[src/hdl/tln_pkg.sv]
// ============================================================================
// tln_pkg: shared types and constants of the text line normalizer
// Character codes, register map, descriptor and bank release types, and the
// whitespace classifier used by the front end.
// ============================================================================
`default_nettype none

package tln_pkg;

  // Largest line buffer the design supports, and its default size.
  localparam int LINE_CAPACITY_MAX = 64;
  localparam int LINE_CAPACITY_DEF = 64;

  // Field widths fixed by the interface.
  localparam int CHAR_W     = 8;
  localparam int LEN_W      = 7;
  localparam int DESC_LEN_W = $clog2(LINE_CAPACITY_MAX);

  // Configuration port.
  localparam int PDATA_W = 32;
  localparam int PADDR_W = 3;
  localparam logic REG_MAX_LINE_LEN = 1'b0;
  localparam logic [LEN_W-1:0] MAX_LINE_LEN_RST = 7'd64;

  // Character codes.
  localparam logic [CHAR_W-1:0] CH_SPACE   = 8'h20;
  localparam logic [CHAR_W-1:0] CH_NEWLINE = 8'h0A;
  localparam logic [CHAR_W-1:0] CH_TAB     = 8'h09;
  localparam logic [CHAR_W-1:0] CH_CR      = 8'h0D;
  localparam logic [CHAR_W-1:0] CH_NUL     = 8'h00;

  // One finished line handed from the front end to the back end.
  typedef struct packed {
    logic                  bank;
    logic [DESC_LEN_W-1:0] len;
    logic                  empty;
  } desc_t;

  // Back end tells the front end that a buffer bank may be reused.
  typedef struct packed {
    logic valid;
    logic bank;
  } bank_free_t;

  function automatic logic is_ws(input logic [CHAR_W-1:0] c);
    is_ws = (c == CH_SPACE) || ((c >= CH_TAB) && (c <= CH_CR));
  endfunction

endpackage

`default_nettype wire

[src/hdl/tln_ram.sv]
// ============================================================================
// tln_ram: generic simple dual-port RAM
// One write port and one read port with registered read data that holds
// while the read enable is low.
// ============================================================================
`default_nettype none

module tln_ram #(
  parameter int WIDTH = 8,
  parameter int DEPTH = 128
) (
  input  wire logic                     clk,
  input  wire logic                     we,
  input  wire logic [$clog2(DEPTH)-1:0] waddr,
  input  wire logic [WIDTH-1:0]         wdata,
  input  wire logic                     re,
  input  wire logic [$clog2(DEPTH)-1:0] raddr,
  output logic      [WIDTH-1:0]         rdata
);

  logic [WIDTH-1:0] mem [DEPTH];

  always_ff @(posedge clk) begin
    if (we) begin
      mem[waddr] <= wdata;
    end
    if (re) begin
      rdata <= mem[raddr];
    end
  end

endmodule

`default_nettype wire

[src/hdl/tln_queue.sv]
// ============================================================================
// tln_queue: two-entry line descriptor queue
// Decouples the collecting front end from the draining back end.
// ============================================================================
`default_nettype none

module tln_queue (
  input  wire logic           clk,
  input  wire logic           rst,
  input  wire logic           push,
  input  wire tln_pkg::desc_t push_desc,
  output logic                ready,
  input  wire logic           pop,
  output logic                head_valid,
  output tln_pkg::desc_t      head
);

  tln_pkg::desc_t slot [2];
  logic       wr_ptr;
  logic       rd_ptr;
  logic [1:0] fill;

  logic do_push;
  logic do_pop;

  assign ready      = (fill != 2'd2);
  assign head_valid = (fill != 2'd0);
  assign head       = slot[rd_ptr];
  assign do_push    = push && ready;
  assign do_pop     = pop && head_valid;

  always_ff @(posedge clk) begin
    if (rst) begin
      wr_ptr <= 1'b0;
      rd_ptr <= 1'b0;
      fill   <= 2'd0;
    end else begin
      if (do_push) begin
        wr_ptr <= ~wr_ptr;
      end
      if (do_pop) begin
        rd_ptr <= ~rd_ptr;
      end
      fill <= fill + {1'b0, do_push} - {1'b0, do_pop};
    end
  end

  always_ff @(posedge clk) begin
    if (do_push) begin
      slot[wr_ptr] <= push_desc;
    end
  end

  assert property (@(posedge clk) disable iff (rst) push |-> ready)
    else $error("descriptor pushed into a full queue");

endmodule

`default_nettype wire

[src/hdl/tln_front.sv]
// ============================================================================
// tln_front: byte classifier and line collector
// Classifies each byte, collapses whitespace, writes kept characters into the
// current buffer bank and hands finished lines to the queue.
// ============================================================================
`default_nettype none

module tln_front #(
  parameter int LINE_CAPACITY = tln_pkg::LINE_CAPACITY_DEF
) (
  input  wire logic                                 clk,
  input  wire logic                                 rst,
  input  wire logic                                 in_valid,
  output logic                                      in_stall,
  input  wire logic [tln_pkg::CHAR_W-1:0]           in_byte,
  input  wire logic                                 end_of_input,
  input  wire logic [tln_pkg::LEN_W-1:0]            max_line_len,
  output logic                                      we,
  output logic [$clog2(LINE_CAPACITY):0]            waddr,
  output logic [tln_pkg::CHAR_W-1:0]                wdata,
  output logic                                      push,
  output tln_pkg::desc_t                            push_desc,
  input  wire logic                                 q_ready,
  input  wire tln_pkg::bank_free_t                  bank_free
);

  localparam int CNT_W  = $clog2(LINE_CAPACITY + 1);
  localparam int ADDR_W = $clog2(LINE_CAPACITY);

  logic [CNT_W-1:0] count, count_next;
  logic             pending, pending_next;
  logic             started, started_next;
  logic             after_break, after_break_next;
  logic             last_space, last_space_next;
  logic             wbank, wbank_next;
  logic [1:0]       busy, busy_next;

  logic [CNT_W-1:0] limit;
  logic             accept;
  logic             ws;
  logic             commit_ok;
  logic [CNT_W-1:0] count_c;
  logic             last_space_c;
  logic             em_req;
  logic [CNT_W-1:0] em_n;
  logic             em_ls;
  logic [CNT_W-1:0] emit_len;

  assign limit = (max_line_len > tln_pkg::LEN_W'(LINE_CAPACITY)) ?
                 CNT_W'(LINE_CAPACITY) : CNT_W'(max_line_len);

  assign in_stall = busy[wbank] || !q_ready;
  assign accept   = in_valid && !in_stall;
  assign ws       = tln_pkg::is_ws(in_byte);

  // A pending space was already written at the fill position when its run
  // began, so committing it only advances the count.
  assign commit_ok    = pending && (count != '0) && !last_space && (count < limit);
  assign count_c      = commit_ok ? count + CNT_W'(1) : count;
  assign last_space_c = commit_ok || last_space;

  always_comb begin
    count_next       = count;
    pending_next     = pending;
    started_next     = started;
    after_break_next = after_break;
    last_space_next  = last_space;
    we               = 1'b0;
    waddr            = {wbank, ADDR_W'(count)};
    wdata            = tln_pkg::CH_SPACE;
    em_req           = 1'b0;
    em_n             = count;
    em_ls            = last_space;
    if (accept) begin
      if (end_of_input) begin
        if (started && !after_break) begin
          em_req = 1'b1;
          em_n   = count_c;
          em_ls  = last_space_c;
        end
        count_next       = '0;
        pending_next     = 1'b0;
        started_next     = 1'b0;
        last_space_next  = 1'b0;
        after_break_next = 1'b0;
      end else if (ws) begin
        if (!after_break) begin
          started_next = 1'b1;
          if (count != '0) begin
            if (in_byte == tln_pkg::CH_NEWLINE) begin
              em_req           = 1'b1;
              count_next       = '0;
              pending_next     = 1'b0;
              started_next     = 1'b0;
              last_space_next  = 1'b0;
              after_break_next = 1'b1;
            end else begin
              // The limit may still change before the run ends, so the space
              // goes in wherever the bank has room.
              pending_next = 1'b1;
              we           = (count < CNT_W'(LINE_CAPACITY));
            end
          end
        end
      end else begin
        after_break_next = 1'b0;
        started_next     = 1'b1;
        pending_next     = 1'b0;
        count_next       = count_c;
        last_space_next  = last_space_c;
        if (!in_byte[tln_pkg::CHAR_W-1] && (count_c < limit)) begin
          we              = 1'b1;
          waddr           = {wbank, ADDR_W'(count_c)};
          wdata           = in_byte;
          count_next      = count_c + CNT_W'(1);
          last_space_next = 1'b0;
        end
      end
    end
  end

  // A line is passed on only when it fit; one trailing space is trimmed.
  assign push            = em_req && (em_n < limit);
  assign emit_len        = em_ls ? em_n - CNT_W'(1) : em_n;
  assign push_desc.bank  = wbank;
  assign push_desc.len   = tln_pkg::DESC_LEN_W'(emit_len);
  assign push_desc.empty = (emit_len == '0);

  always_comb begin
    busy_next  = busy;
    wbank_next = wbank;
    if (bank_free.valid) begin
      busy_next[bank_free.bank] = 1'b0;
    end
    if (push) begin
      busy_next[wbank] = 1'b1;
      wbank_next       = ~wbank;
    end
  end

  always_ff @(posedge clk) begin
    if (rst) begin
      count       <= '0;
      pending     <= 1'b0;
      started     <= 1'b0;
      after_break <= 1'b0;
      last_space  <= 1'b0;
      wbank       <= 1'b0;
      busy        <= 2'b00;
    end else begin
      count       <= count_next;
      pending     <= pending_next;
      started     <= started_next;
      after_break <= after_break_next;
      last_space  <= last_space_next;
      wbank       <= wbank_next;
      busy        <= busy_next;
    end
  end

  assert property (@(posedge clk) disable iff (rst) we |-> !busy[wbank])
    else $error("write into a bank that is still being drained");

  assert property (@(posedge clk) disable iff (rst) count <= CNT_W'(LINE_CAPACITY))
    else $error("line count ran past the buffer size");

  assert property (@(posedge clk) disable iff (rst)
                   bank_free.valid |-> busy[bank_free.bank])
    else $error("release of a bank that was not handed out");

endmodule

`default_nettype wire

[src/hdl/tln_back.sv]
// ============================================================================
// tln_back: line drain
// Takes line descriptors from the queue, reads the line characters from the
// buffer bank and presents them one per transfer on the output channel.
// ============================================================================
`default_nettype none

module tln_back #(
  parameter int LINE_CAPACITY = tln_pkg::LINE_CAPACITY_DEF
) (
  input  wire logic                            clk,
  input  wire logic                            rst,
  input  wire logic                            head_valid,
  input  wire tln_pkg::desc_t                  head,
  output logic                                 pop,
  output logic                                 re,
  output logic [$clog2(LINE_CAPACITY):0]       raddr,
  input  wire logic [tln_pkg::CHAR_W-1:0]      rdata,
  output tln_pkg::bank_free_t                  bank_free,
  output logic                                 out_valid,
  input  wire logic                            out_stall,
  output logic [tln_pkg::CHAR_W-1:0]           out_char,
  output logic                                 line_last,
  output logic                                 line_empty
);

  localparam int ADDR_W = $clog2(LINE_CAPACITY);

  logic              active;
  logic              a_bank;
  logic [ADDR_W-1:0] a_len;
  logic              a_empty;
  logic [ADDR_W-1:0] k;
  logic              mem_v;
  logic              mem_last;
  logic              mem_empty;

  logic advance;
  logic issue;
  logic last_issue;

  // The RAM read register is the middle stage; it holds while re is low.
  assign advance    = mem_v && (!out_valid || !out_stall);
  assign issue      = active && (!mem_v || advance);
  assign last_issue = a_empty || (k == a_len - ADDR_W'(1));
  assign re         = issue && !a_empty;
  assign raddr      = {a_bank, k};
  assign pop        = !active && head_valid;

  assign bank_free.valid = issue && last_issue;
  assign bank_free.bank  = a_bank;

  always_ff @(posedge clk) begin
    if (rst) begin
      active    <= 1'b0;
      mem_v     <= 1'b0;
      out_valid <= 1'b0;
    end else begin
      if (pop) begin
        active <= 1'b1;
      end else if (issue && last_issue) begin
        active <= 1'b0;
      end
      if (issue) begin
        mem_v <= 1'b1;
      end else if (advance) begin
        mem_v <= 1'b0;
      end
      if (advance) begin
        out_valid <= 1'b1;
      end else if (!out_stall) begin
        out_valid <= 1'b0;
      end
    end
  end

  always_ff @(posedge clk) begin
    if (pop) begin
      a_bank  <= head.bank;
      a_len   <= ADDR_W'(head.len);
      a_empty <= head.empty;
      k       <= '0;
    end else if (issue) begin
      k <= k + ADDR_W'(1);
    end
    if (issue) begin
      mem_last  <= last_issue;
      mem_empty <= a_empty;
    end
    if (advance) begin
      out_char   <= mem_empty ? tln_pkg::CH_NUL : rdata;
      line_last  <= mem_last;
      line_empty <= mem_empty;
    end
  end

  assert property (@(posedge clk) disable iff (rst)
                   out_valid && line_empty |-> line_last && out_char == tln_pkg::CH_NUL)
    else $error("empty line item is malformed");

  assert property (@(posedge clk) disable iff (rst) mem_v && mem_empty |-> mem_last)
    else $error("empty line staged without end mark");

  assert property (@(posedge clk) disable iff (rst) pop |-> !mem_v || !active)
    else $error("descriptor taken while a line is still in progress");

endmodule

`default_nettype wire

[src/hdl/text_line_normalizer_top.sv]
// ============================================================================
// text_line_normalizer_top: whitespace-collapsing line reader
// Accepts one text byte per transfer and gives out each cleaned line as a run
// of character transfers, with a configurable line length limit.
// ============================================================================
//
//   Channel   Direction  Handshake           Payload
//   input     in         in_valid/in_stall   in_byte, end_of_input
//   output    out        out_valid/out_stall out_char, line_last, line_empty
//   config    in         APB psel/penable    max_line_len at byte address 0
//
// The front end takes one byte per cycle while its buffer bank is free.
// Lines are collected in one of two banks of LINE_CAPACITY bytes; a finished
// line is drained by the back end at one character per cycle unless the output
// stalls, while the front fills the other bank.
// The input stalls only when both banks hold lines not yet fully read out.
// Reset is synchronous; the line buffer is not cleared and needs no sweep.
// A stall on the output holds the output register and backs up into the
// bank drain; byte collection into the other bank goes on until it has finished a line.
`default_nettype none

module text_line_normalizer_top #(
  parameter int LINE_CAPACITY = tln_pkg::LINE_CAPACITY_DEF
) (
  input  wire logic                          clk,
  input  wire logic                          rst,
  // Input channel.
  input  wire logic                          in_valid,
  output logic                               in_stall,
  input  wire logic [tln_pkg::CHAR_W-1:0]    in_byte,
  input  wire logic                          end_of_input,
  // Output channel.
  output logic                               out_valid,
  input  wire logic                          out_stall,
  output logic [tln_pkg::CHAR_W-1:0]         out_char,
  output logic                               line_last,
  output logic                               line_empty,
  // Configuration port.
  input  wire logic                          psel,
  input  wire logic                          penable,
  input  wire logic                          pwrite,
  input  wire logic [tln_pkg::PADDR_W-1:0]   paddr,
  input  wire logic [tln_pkg::PDATA_W-1:0]   pwdata,
  output logic      [tln_pkg::PDATA_W-1:0]   prdata,
  output logic                               pready
);

  localparam int ADDR_W = $clog2(LINE_CAPACITY);
  localparam int RAM_AW = ADDR_W + 1;

  logic [tln_pkg::LEN_W-1:0] max_line_len;
  logic                      reg_sel;

  logic                      we;
  logic [RAM_AW-1:0]         waddr;
  logic [tln_pkg::CHAR_W-1:0] wdata;
  logic                      re;
  logic [RAM_AW-1:0]         raddr;
  logic [tln_pkg::CHAR_W-1:0] rdata;

  logic                      push;
  tln_pkg::desc_t            push_desc;
  logic                      q_ready;
  logic                      pop;
  logic                      head_valid;
  tln_pkg::desc_t            head;
  tln_pkg::bank_free_t       bank_free;

  // Configuration register. Word-aligned address bit 2 selects the register;
  // writes elsewhere are ignored and read back as zero.
  assign pready  = 1'b1;
  assign reg_sel = (paddr[2] == tln_pkg::REG_MAX_LINE_LEN);

  always_ff @(posedge clk) begin
    if (rst) begin
      max_line_len <= tln_pkg::MAX_LINE_LEN_RST;
    end else if (psel && penable && pwrite && pready && reg_sel) begin
      max_line_len <= pwdata[tln_pkg::LEN_W-1:0];
    end
  end

  assign prdata = reg_sel ?
                  {{(tln_pkg::PDATA_W - tln_pkg::LEN_W){1'b0}}, max_line_len} : '0;

  tln_front #(
    .LINE_CAPACITY (LINE_CAPACITY)
  ) u_front (
    .clk          (clk),
    .rst          (rst),
    .in_valid     (in_valid),
    .in_stall     (in_stall),
    .in_byte      (in_byte),
    .end_of_input (end_of_input),
    .max_line_len (max_line_len),
    .we           (we),
    .waddr        (waddr),
    .wdata        (wdata),
    .push         (push),
    .push_desc    (push_desc),
    .q_ready      (q_ready),
    .bank_free    (bank_free)
  );

  tln_queue u_queue (
    .clk        (clk),
    .rst        (rst),
    .push       (push),
    .push_desc  (push_desc),
    .ready      (q_ready),
    .pop        (pop),
    .head_valid (head_valid),
    .head       (head)
  );

  // Two banks of line buffer; the bank is the top address bit.
  tln_ram #(
    .WIDTH (tln_pkg::CHAR_W),
    .DEPTH (2 ** RAM_AW)
  ) u_line_ram (
    .clk   (clk),
    .we    (we),
    .waddr (waddr),
    .wdata (wdata),
    .re    (re),
    .raddr (raddr),
    .rdata (rdata)
  );

  tln_back #(
    .LINE_CAPACITY (LINE_CAPACITY)
  ) u_back (
    .clk        (clk),
    .rst        (rst),
    .head_valid (head_valid),
    .head       (head),
    .pop        (pop),
    .re         (re),
    .raddr      (raddr),
    .rdata      (rdata),
    .bank_free  (bank_free),
    .out_valid  (out_valid),
    .out_stall  (out_stall),
    .out_char   (out_char),
    .line_last  (line_last),
    .line_empty (line_empty)
  );

  // The read and write sides never touch the same bank in the same cycle.
  assert property (@(posedge clk) disable iff (rst)
                   we && re |-> waddr[RAM_AW-1] != raddr[RAM_AW-1])
    else $error("line buffer bank read and written at once");

  assert property (@(posedge clk) disable iff (rst) push |-> !end_of_input || in_valid)
    else $error("line handed on without an input transfer");

endmodule

`default_nettype wire

[config.mk]
export PLATFORM = sky130hd
export DESIGN_NAME = text_line_normalizer_top
export DESIGN_NICKNAME = d
export VERILOG_FILES = /design/src/hdl/tln_pkg.sv /design/src/hdl/tln_ram.sv /design/src/hdl/tln_queue.sv /design/src/hdl/tln_front.sv /design/src/hdl/tln_back.sv /design/src/hdl/text_line_normalizer_top.sv
export SDC_FILE = /design/constraint.sdc
export NUM_CORES = 1
export LEC_CHECK = 0
export BUFFER_PORTS_ARGS = -buffer_cell sky130_fd_sc_hd__buf_4
export CORE_ASPECT_RATIO = 0.7
export CORE_UTILIZATION = 65
export CTS_BUF_LIST = sky130_fd_sc_hd__clkbuf_4 sky130_fd_sc_hd__clkbuf_8
export DETAILED_ROUTE_END_ITERATION = 16
export PLACE_DENSITY = 0.83
export SKIP_LAST_GASP = 1
export SLEW_MARGIN = 10
export SYNTH_ARGS = -nofsm -noshare
export SYNTH_HDL_FRONTEND = slang
export SYNTH_SLANG_ARGS = --single-unit
[constraint.sdc]
create_clock -name clk -period 17.8 [get_ports clk]
set_input_delay 1.78 -clock clk [delete_from_list [all_inputs] [get_ports clk]]
set_output_delay 1.78 -clock clk [all_outputs]
set_load 0.03 [all_outputs]
-- Word level (Yosys, flattened, before mapping)
Memories as Yosys holds them, arrays and structs flattened. A register that Yosys moved wholly into a read port is not among the register bits.
Index checks and enable logic that the tools add are counted.
- bits in registers: 46
- memories: 2
- RAM bits: 1040
- memories (name ; depth ; bits a word ; rd ports ; clocked after Yosys merged registers in ; write ports ; RTL line ; source):
    u_line_ram.mem ; 128 ; 8 ; 1 ; 1 ; 1 ; tln_ram.sv:21 ; logic [WIDTH-1:0] mem [DEPTH];
    u_queue.slot ; 2 ; 8 ; 1 ; 1 ; 1 ; tln_queue.sv:18 ; tln_pkg::desc_t slot [2];
- eq/ne operators: 8
- bitwise operators: 7
- order comparisons: 11
- $add $sub $neg: 7
- reduce and logical (&&, ||, !) cells: 44
- multiplexer cells: 74
- operators by type and width (cell ; number):
    7-bit two-way mux ; 13
    1-bit two-way mux ; 49
    8-bit two-way mux ; 4
    6-bit two-way mux ; 4
    7-bit less-than comparator ; 3
    1-bit logical AND ; 20
    7-bit by 1-bit adder with 7-bit output, second input constant ; 2
    1-bit logical NOT ; 10
    3-bit != test, second input constant ; 3
    8-bit by 4-bit == test with 1-bit output, second input constant ; 1
    8-bit by 6-bit == test with 1-bit output, second input constant ; 1
    8-bit by 4-bit greater-or-equal comparator with 1-bit output, second input constant ; 1
    8-bit by 4-bit <= comparator with 1-bit output, second input constant ; 1
    7-bit greater-than comparator, second input constant ; 1
    7-bit logical NOT ; 1
    7-bit less-than comparator, second input constant ; 1
    7-bit nonzero test ; 1
    7-bit by 1-bit subtractor with 7-bit output, second input constant ; 1
    6-bit by 1-bit adder with 6-bit output, second input constant ; 1
    6-bit == test ; 1
    1-bit logical OR ; 6
    2-bit nonzero test ; 3
    6-bit by 1-bit subtractor with 6-bit output, second input constant ; 1
    1-bit by 2-bit less-than comparator with 1-bit output, second input constant ; 2
    14 further kinds ; 20

-- Logic depth before layout (Yosys ltp)
- depth in word-level cells: 13
- depth in mapped cells: 22
- mapped depth without buffers: 21

-- Modules after synthesis
A second synthesis with hierarchy kept.
- cells, all modules: 2108
- area total of the unflattened synthesis: 44356.3 um^2
- by module, submodules not included (module ; area each (um^2) ; times used ; cells each):
    tln_ram ; 39745.6 ; 1 ; 1635
    tln_front ; 1978.1 ; 1 ; 256
    tln_back ; 1237.4 ; 1 ; 102
    tln_queue ; 813.3 ; 1 ; 49
    text_line_normalizer_top ; 581.8 ; 1 ; 66

-- Worst setup path before layout
Ideal clock, no wire load.
- path type: register to register
- start: reg max_line_len[6] (netlist bit)
- end: mem u_line_ram.mem[0][0], data pin
- path buffers: 1
- data arrival time: 5.191 ns
- stages on the path, launching flop included: 18
- period minus slack after synthesis: 5.727 ns
- setup slack: 12.073 ns
- data required time: 17.264 ns
- setup time: 0.536 ns
- path through: dfxtp_1 inv_1 nand2_1 ha_1 a21o_1 a31oi_4 o21ai_2 o21ai_0 a21boi_2 inv_1 ha_1 o21ai_0 a21oi_1 nor2_1 nand2_1 a31oi_4 buf_4 and2_1
- word-level cells in the longest chain between the ends: 11
- RTL lines (what ; RTL line ; source):
    start, declared ; text_line_normalizer_top.sv:51 ; logic [tln_pkg::LEN_W-1:0] max_line_len;
    start signal, assigned ; text_line_normalizer_top.sv:76 ; max_line_len <= tln_pkg::MAX_LINE_LEN_RST;
    start signal, assigned ; text_line_normalizer_top.sv:78 ; max_line_len <= pwdata[tln_pkg::LEN_W-1:0];
    7-bit greater-than comparator ; tln_front.sv:49 ; assign limit = (max_line_len > tln_pkg::LEN_W'(LINE_CAPACITY)) ?
    7-bit two-way mux (*) ; tln_front.sv:49 ;
    7-bit less-than comparator ; tln_front.sv:58 ; assign commit_ok = pending && (count != '0) && !last_space && (count < limit);
    1-bit logical AND ; tln_front.sv:58 ;
    7-bit two-way mux ; tln_front.sv:59 ; assign count_c = commit_ok ? count + CNT_W'(1) : count;
    7-bit less-than comparator (*) ; tln_front.sv:111 ; if (!in_byte[tln_pkg::CHAR_W-1] && (count_c < limit)) begin
    1-bit logical AND (*) ; tln_front.sv:111 ;
    8-bit two-way mux (*) ; tln_front.sv:111 ;
    8-bit two-way mux (*) ; tln_front.sv:86 ; end else if (ws) begin
    8-bit two-way mux (*) ; tln_front.sv:75 ; if (end_of_input) begin
    8-bit two-way mux (*) ; tln_front.sv:74 ; if (accept) begin
    named net u_front.wdata (one bit) ; tln_front.sv:20 ; output logic [tln_pkg::CHAR_W-1:0] wdata,
    end, declared ; tln_ram.sv:21 ;
The timed path passes the listed nets; every way through them passes the cells marked *.

-- Final worst setup path
- start: reg max_line_len[6] (netlist bit)
- end: mem u_line_ram.mem[67][7], enable pin
- word-level cells in the longest chain between the ends: 13
- RTL lines (what ; RTL line ; source):
    7-bit greater-than comparator ; tln_front.sv:49 ;
    7-bit two-way mux (*) ; tln_front.sv:49 ;
    7-bit less-than comparator ; tln_front.sv:58 ;
    1-bit logical AND ; tln_front.sv:58 ;
    7-bit two-way mux ; tln_front.sv:59 ;
    7-bit less-than comparator ; tln_front.sv:111 ;
    1-bit logical AND ; tln_front.sv:111 ;
    1-bit two-way mux ; tln_front.sv:111 ;
    1-bit two-way mux ; tln_front.sv:86 ;
    1-bit two-way mux ; tln_front.sv:75 ;
    1-bit two-way mux ; tln_front.sv:74 ;
    1-bit two-way mux ; tln_ram.sv:24 ; if (we) begin
    1-bit two-way mux (not written as such) ; tln_ram.sv:25 ; mem[waddr] <= wdata;
Mark *: on every way between the ends. The rest lies on a longest branch, timed or not.

==> results.cfg <==
[status]
outcome = complete, no violations

[cts]
cts_tree = done
holdBufCountCts = 0
cts.sinks = 1102
cts_root_buffer = clkbuf_8
post_cts_buffers = 0
htreeDepth = 4
cts_resized = 0
clk-insertion-delay-late_ps = 810
clockBufferDepth = 3
clk_pin_slew_ps = 70
cts_buffers = 154

[worst_setup_path]
reg2reg_to = u_line_ram.mem[67][7]
crit_type = flop to flop
crit_fanout = 16
cp.arrival_ps = 6870
rrSetupSlack_ps = 11330
r2r-start = max_line_len[6]
required_ps = 18200
r2r_cells = 16
worstSetupStartpointType = flop
critPathCaptureType = flop

[yosys]
synthDistinctLibCells = 74
synth-seq-cells = 1102
syn_avg_cell_area_um2 = 20.9
syn_inst = 2127
synthArstFlopShare = 0
yosysWarnings = 0
synth_top_flop_cell = edfxtp_1
yosysTopAreaCell = edfxtp_1
synth_edf_count = 1068
yosysSeqAreaShare = 0.736
syn_area_um2 = 44500
synth_top_area_frac = 0.721
synth_area_leaders = edfxtp_1, mux4_2, dfxtp_1

[final_layout]
nets = 2443
syn_to_final_growth_pct = 10.3
n_fill_cell = 3636
drive_gt1_frac = 0.285
antenna_cells = 0
postLayoutCellArea_um2 = 49100

[detailed_routing]
routed_wirelength_um = 96600
first_iter_violations = 3099
route.detailed.drc = 0
drt-wirelength-per-cell_um = 28.6
ant_nets = 0
vias = 22200
avgViaCountPerCell = 6.58
drt-pass1-iter-count = 5

[pwr]
power_density_nw_per_um2 = 125
ir_drop_uv = 102
finalPower_mw = 6.13
leakagePower_nw = 15.5

[placement]
place.gp.congestion = 0.878
io_buffers = 42
place_ws_ps = 11490
placed_cell_area_um2 = 46100
hpwlAfterDp_um = 60300

[worst_hold_path]
hold_depth = 0
hold_start = u_back.mem_last
holdPathEnd = u_back.line_last
hold_class = flop to flop

[grt]
grt_pass1_vias = 22200
antenna_found_initial = 4
grt.total_usage = 0.287
grt_overflow = 0
grt_pass1_wl_um = 143000
grt_max_degree = 154

[floorplanning]
die_h_um = 221
row_count = 79
start_util = 0.664
die-area_um2 = 69500
ioPinCount = 96
die-width_um = 315
fp.coreArea_um2 = 67000

[timing]
min_period_over_period = 0.363
fmax_mhz = 155
report.final.hold_viol_count = 0
skew_ps = 39.5
period_needed_ps = 6470
relSlewSlack = 0.163
setup_viol = 0
setup_tns_ps = 0
layout_setup_ws_ps = 11330
rsz0062_at_grt = false
hold_ws_ps = 440
maxSlewViolCount = 0
worst_pin_slew_ps = 1250

[flow_run]
cap_violations = 0
==> routing by layer <==
metal,share of wire,global-route usage
met5,0,0
met4,0.021,0.0841
met2,0.48,0.432
met1,0.39,0.429
met3,0.11,0.0679
==> cells by family (layout without fill, tap and decap cells) <==
logic type               Yosys count  after routing  synth area share
flip-flops                      1102           1102             0.736
buffers and inverters            163            365            0.0171
AO/OA/AOI/OAI                    112            112            0.0196
other                              2            154          0.000169
multiplexers                     370            370             0.179
adder cells (fa/ha/maj)           26             26           0.00731
XOR/XNOR                          34             34           0.00669
AND/OR/NAND/NOR                  318            318            0.0342
==> area by class of cell <==
cell class / instances / area, µm² / area share
sequential: 1102 / 32800 / 0.668
multi-input combinational: 1014 / 11600 / 0.237
clock buffer: 213 / 2610 / 0.0533
tap: 891 / 1110 / 0.0227
timing repair buffer: 61 / 495 / 0.0101
clock inverter: 58 / 339 / 0.00691
inverter: 33 / 124 / 0.00253
==> cells in the mapped netlist, types with 4 or more instances <==
cell and number:
inv_1 31, a211oi_1 4, and4_1 4, and2_1 7
o211ai_1 4, edfxtp_1 1068, nor4_1 4, nand3_1 12
nand4_1 10, nand3_2 5, mux2_2 19, clkbuf_1 62
xnor2_1 24, nand2b_1 7, or3_1 7, nor3_1 13
and3_1 4, buf_1 9, nand2_1 33, nor2b_1 20
buf_2 31, xor2_1 10, buf_4 27, mux2i_1 13
nor2_1 174, dfxtp_1 34, mux4_2 336, ha_1 26
a21oi_1 25, o21ai_0 20, o21ai_2 19
==> placed cells by master (no fill, tap or decap), types with 4 or more instances in the layout <==
master | synthesis | final
a211oi_1 | 4 | 4
a21oi_1 | 25 | 25
and2_4 | 0 | 6
and3_1 | 4 | 4
and4_1 | 4 | 4
buf_4 | 27 | 58
clkbuf_4 | 0 | 51
clkbuf_8 | 0 | 162
clkinv_1 | 1 | 40
clkinv_2 | 0 | 10
conb_1 | 2 | 154
dfxtp_1 | 34 | 30
edfxtp_1 | 1068 | 1068
ha_1 | 26 | 26
inv_1 | 31 | 31
mux2_2 | 19 | 19
mux2i_1 | 13 | 13
mux4_2 | 336 | 336
nand2_1 | 33 | 33
nand2b_1 | 7 | 6
nand3_1 | 12 | 12
nand3_2 | 5 | 5
nand4_1 | 10 | 10
nor2_1 | 174 | 174
nor2b_1 | 20 | 20
nor3_1 | 13 | 13
nor4_1 | 4 | 4
o211ai_1 | 4 | 4
o21ai_0 | 20 | 20
o21ai_2 | 19 | 15
o21ai_4 | 0 | 4
or3_1 | 7 | 7
xnor2_1 | 24 | 24
xor2_1 | 10 | 10
==> through the flow <==
step           instances   util
2_1_floorplan       2279      -
3_3_place_gp        3101  0.688
3_5_place_dp        3101  0.688
4_1_cts             3372  0.732
5_1_grt             3372  0.732
6_report            3372  0.732
==> registers in the layout, indices dropped and copies added, names as in the netlist, 6 cells and up <==
register / cells
u_queue.slot: 16
u_line_ram.mem: 1024
u_back.k: 6
u_back.out_char: 8
max_line_len: 7
u_back.a_len: 6
u_line_ram.rdata: 8
u_front.count: 7
==> worst max path at each step <==
stage	startpoint	to	slack, ps	cells past startpoint
finish	max_line_len[6]	u_line_ram.mem[67][7]	11330	16
floorplan	max_line_len[6]	u_line_ram.mem[0][0]	12070	17
global placement	in_byte[4]	u_line_ram.mem[98][5]	11650	7
global route	max_line_len[6]	u_line_ram.mem[39][4]	10920	17
detailed placement	max_line_len[6]	u_line_ram.mem[67][5]	11490	16
CTS	max_line_len[6]	u_line_ram.mem[67][5]	11440	16
==> report_power, final <==
group          total, mW  switching [mW]  internal [mW]
clock               1.90           0.914          0.990
sequential          2.96          0.0716           2.89
combinational       1.26           0.637          0.628
total               6.13            1.62           4.51
==> worst max-delay path, stage by stage (launching register included) <==
cell and delay, ps:
dfxtp_1 350, inv_1 180, nand2_1 190, ha_1 370, a21o_1 220, a31oi_4 220, o211ai_1 140, xor2_1 500
inv_1 180, ha_1 250, a211oi_1 210, o21ai_0 280, nor2_1 380, nand3_1 180, a311oi_4 570, nand3_2 790
nor2_1 1030
Note: power is estimated with default switching activity, not from simulation.
